<file path="config.mk">
export PLATFORM = sky130hd
export DESIGN_NAME = thrc_ram
export DESIGN_NICKNAME = d
export VERILOG_FILES = /design/src/sv/thrc_ram.sv
export SDC_FILE = /design/constraint.sdc
export NUM_CORES = 1
export LEC_CHECK = 0
export BUFFER_PORTS_ARGS = -buffer_cell sky130_fd_sc_hd__buf_2
export CAP_MARGIN = 10
export CORE_AREA = 8 8 191 230
export CTS_CLUSTER_DIAMETER = 120
export DETAILED_ROUTE_END_ITERATION = 7
export DIE_AREA = 0 0 199 238
export HOLD_SLACK_MARGIN = 0.03
export PLACE_DENSITY = 0.77
export SYNTH_ARGS = -nofsm -noshare
export SYNTH_HDL_FRONTEND = slang
export SYNTH_SLANG_ARGS = --single-unit
</file>
<file path="constraint.sdc">
create_clock -name clk -period 9.32 [get_ports clk]
set_clock_uncertainty 0.2 [all_clocks]
set_input_delay 0.932 -clock clk [delete_from_list [all_inputs] [get_ports clk]]
set_output_delay 0.932 -clock clk [all_outputs]
set_load 0.05 [all_outputs]
</file>
<file path="src/sv/thrc_ram.sv">
// Generic simple dual-port RAM with registered read.
module thrc_ram #(
  parameter int unsigned WIDTH = 32,
  parameter int unsigned DEPTH = 16
) (
  input  logic                     clk,
  input  logic                     we,
  input  logic [$clog2(DEPTH)-1:0] waddr,
  input  logic [WIDTH-1:0]         wdata,
  input  logic [$clog2(DEPTH)-1:0] raddr,
  output logic [WIDTH-1:0]         rdata
);

  logic [WIDTH-1:0] mem [DEPTH];

  always_ff @(posedge clk) begin
    if (we) begin
      mem[waddr] <= wdata;
    end
    rdata <= mem[raddr];
  end

endmodule

</file>
# Yosys cells after proc, flatten, opt, wreduce, memory -nomap -nowiden
# Memory sizes are Yosys's and may differ from the RTL's. A register that Yosys moved wholly into a read port is not among the register bits.
# Index checks and enable logic that the tools add are counted.
# W data, S select, Z words.
[totals] regBits=0 ramBits=512 input_bits=42 out_inout_bits=32 n_memories=1
[op_classes] muxes=2
[memory_table] memory="mem" words=16 width=32 rd=1 rd_clocked_by_memory_dff=1 wr=1 line_no="14" text="logic [WIDTH-1:0] mem [DEPTH];"
[op_table] operator="$mux W1" count=2

# Logic depth before layout (Yosys ltp)
[depth] depth_word=2 ltp_mapped=5

# Worst setup path before layout
# No wires, ideal clock.
[synth_path] path_type="input-to-reg" start="in waddr[2]" end="mem mem[0][0], enable pin" setup_time_ns=0.461 arrival_ns=3.650 required_ns=8.659 setup_slack_ns=5.008 cell_stages=2 n_path_buf=0 cell_sequence="or3b_2 -> nor3_1"
[synth_lines] item="from (decl)" line_no="8" text="input logic [$clog2(DEPTH)-1:0] waddr,"
[synth_lines] item="to (decl)" line_no="14"
# No word-level cell before the write port.

==> impl_metrics.toml <==
[run_status]
status = "finished clean"

[synth]
synth.distinct_cells = 18
syn_nets = 880
ys_seq_elements = 544
yosys_warnings = 0
synth_top_area_share_pct = 77.4
synth_area_mm2 = 0.0199
syn_area_per_cell_um2 = 23.7
synth.area.top_cells = "edfxtp_1 77%, mux4_2 15%, dfxtp_1 3.2%, a22oi_1 2.4%, nand2_1 0.62%"
synthCells = 838
yosysSeqAreaShare_pct = 80.7
yosysTopAreaCell = "edfxtp_1"

[power]
p_int_mw = 3.98
combinationalPowerShare_pct = 5.7
clkPwrFrac_pct = 39.4
seq_power_share_pct = 54.9
powerDensity_mw_per_mm2 = 222
vdd_drop_max_mv = 0.122
power_leakage_nw = 7.23
p_sw_share_pct = 20.6
switchingPower_mw = 1.03

[clocking]
htreeDepth = 2
cts.repair.resized = 0
cts-hold-fix-buffers = 0
cts.path.max_buffers = 3
root_buffer = "clkbuf_16"
clk_latency_ns = 0.55
numCtsBuffers = 49
clock-sinks = 544
path_clk_slew_ns = 0.06
cts_tree = "done"
post-cts-setup-buffer-count = 0

[global_routing]
grt.overflow.total = 0
grt_max_degree = 71
use_met1_pct = 24.3
grt_pass1_vias = 9469
met3_usage_pct = 3.54
grt_pass1_wl_mm = 61.8
grt_util_met2_pct = 29.3
grt.busiest_layer = "met2"
antenna_found_initial = 4
gr-usage-all-layers_pct = 17.9

[sta]
rsz0062_at_grt = "false"
holdWs_ns = 0.468
maxSlewViolCount = 0
setup-tns-final_ns = 0
fin_ws_ns = 5.64
setup_violations = 0
hold_viol = 0
finalCritPeriodShare_pct = 39.4
fmax_ghz = 0.272
min_period_ns = 3.68
relSlewSlack_pct = 25.4
worst_slew_pin_slew_ns = 1.12

[place]
pre_cts_slack_ns = 5.03
place_inst = 1430
dp.final_hpwl_mm = 20.2
port_buffers = 73
gp_congestion = 0.707

[critical_path]
crit_slowest_cell = "buf_4"
cp_max_fo = 59
worst_setup_path_start_kind = "primary input"
critPathArrivalTime_ns = 3.91
ff2ff_setup_slack_ns = 7.74
cpMostUsedCell = "buf_4"
crit_buf_inv = 3
critical_path.top_delay_family = "buffers and inverters"
required_ns = 9.55
max_stage_delay_ns = 0.72
worstSetupEndpointType = "flip-flop"
cp_cell_sequence = "clkbuf_8 > buf_4 > buf_4 > mux4_2 > a22oi_1 > nand2_1"
crit_type = "in2reg"

[detailed_routing]
drc = 0
drt_iter0_drc = 976
routedWlPerCell_um = 27.6
vias_per_cell = 5.94
drt_pass1_iterations = 5
vias = 9045
wl_mm = 42.0
drtAntennaViolNets = 0

[die]
ios = 74
dieArea_mm2 = 0.0474
core_area_mm2 = 0.0402
rows = 81
die_y_um = 238
initial_core_util_pct = 49.3
die_x_um = 199

[final_layout]
fin_util_pct = 56.1
drive_gt1_share_pct = 32.3
area_growth_syn_to_layout_pct = 13.7
multiInputGateArea_mm2 = 0.00375
seqCellArea_mm2 = 0.0160
nets = 984
final_cells = 1522
fillers = 2848

[run]
max-cap-violations = 0

[worst_hold_path]
hp-class = "reg2reg"
-- cell families after synthesis --
logic type / count (synthesis) / share of synthesized area (%)
DFF: 544 / 80.7
AOI/OAI and AO/OA: 64 / 2.42
buffers and inverters: 43 / 1.12
and+or+nand+nor: 59 / 1.27
muxes: 128 / 14.5
-- power groups by stage --
stage,Clock [mW],Combinational [mW],Sequential (mW)
2_1_floorplan,0,0.131,2.86
3_3_place_gp,0,0.283,2.80
3_5_place_dp,0,0.289,2.81
4_1_cts,2.01,0.291,2.75
5_1_grt,2.10,0.306,2.76
6_report,1.98,0.287,2.75
-- flip-flops by register name, summed over array words and instances, names as in the netlist --
name and flops:
mem 512, rdata 32
-- final timing paths --
path / startpoint / endpoint / depth (start not counted)
worst min register to register: mem[14][18]$_DFFE_PP_ / rdata[18]$_DFF_P_ / 3
worst max register to register: mem[3][21]$_DFFE_PP_ / rdata[21]$_DFF_P_ / 3
worst min-delay path: mem[14][18]$_DFFE_PP_ / rdata[18]$_DFF_P_ / 3
worst max-delay path: raddr[0] / rdata[13]$_DFF_P_ / 6
-- worst register-to-register path: cells and delay by family (launching register included) --
family,cells,cell delay (ns)
AOI/OAI and AO/OA,1,0.22
DFF,1,0.37
muxes,1,0.48
and+or+nand+nor,1,0.16
-- placed cells by master, fill, tap and decap left out --
cell type	instances
clkinvlp_4	1
nor2b_4	2
edfxtp_1	512
and2_2	1
nand2_1	33
bufinv_16	4
clkbuf_8	10
a22oi_1	64
mux4_2	128
clkinv_2	9
dfxtp_1	32
buf_4	24
nand2b_1	2
clkbuf_1	14
or3b_2	1
nand3b_1	2
diode_2	3
clkbuf_16	49
buf_2	71
nor3_2	4
clkinv_1	3
nand3_1	1
nor2_4	13
-- metal layers --
layer / up-vias / share of wire, %
li1: 3774 / -
met1: 4768 / 39
met2: 434 / 51
met3: 65 / 8.2
met4: 4 / 2.0
met5: - / 0.064
-- through the flow --
stage | area [um2] | power [mW]
after floorplan | 19900 | 2.99
after detailed placement | 21000 | 3.09
after global routing | 22600 | 5.16
after global placement | 21000 | 3.09
after CTS | 22600 | 5.05
final | 22600 | 5.02
-- layout make-up --
type | count | share of cell area, %
Antenna cell | 3 | 0.0332
Sequential cell | 544 | 70.9
Multi-Input combinational cell | 251 | 16.6
Tap cell | 539 | 2.99
Clock buffer | 72 | 6.21
Timing Repair Buffer | 96 | 2.43
Clock inverter | 17 | 0.814
-- Yosys cell counts --
cell / n
clkbuf_1: 17
buf_4: 11
a22oi_1: 64
or3b_2: 1
nand2b_1: 2
nor3_1: 4
nor2b_1: 2
mux4_2: 128
nand3_1: 1
nand2_1: 33
nand3b_1: 2
and2_1: 1
dfxtp_1: 32
nor2_1: 13
buf_2: 4
buf_1: 9
edfxtp_1: 512
buf_6: 2
No activity file was read; power rests on OpenSTA's default activity.
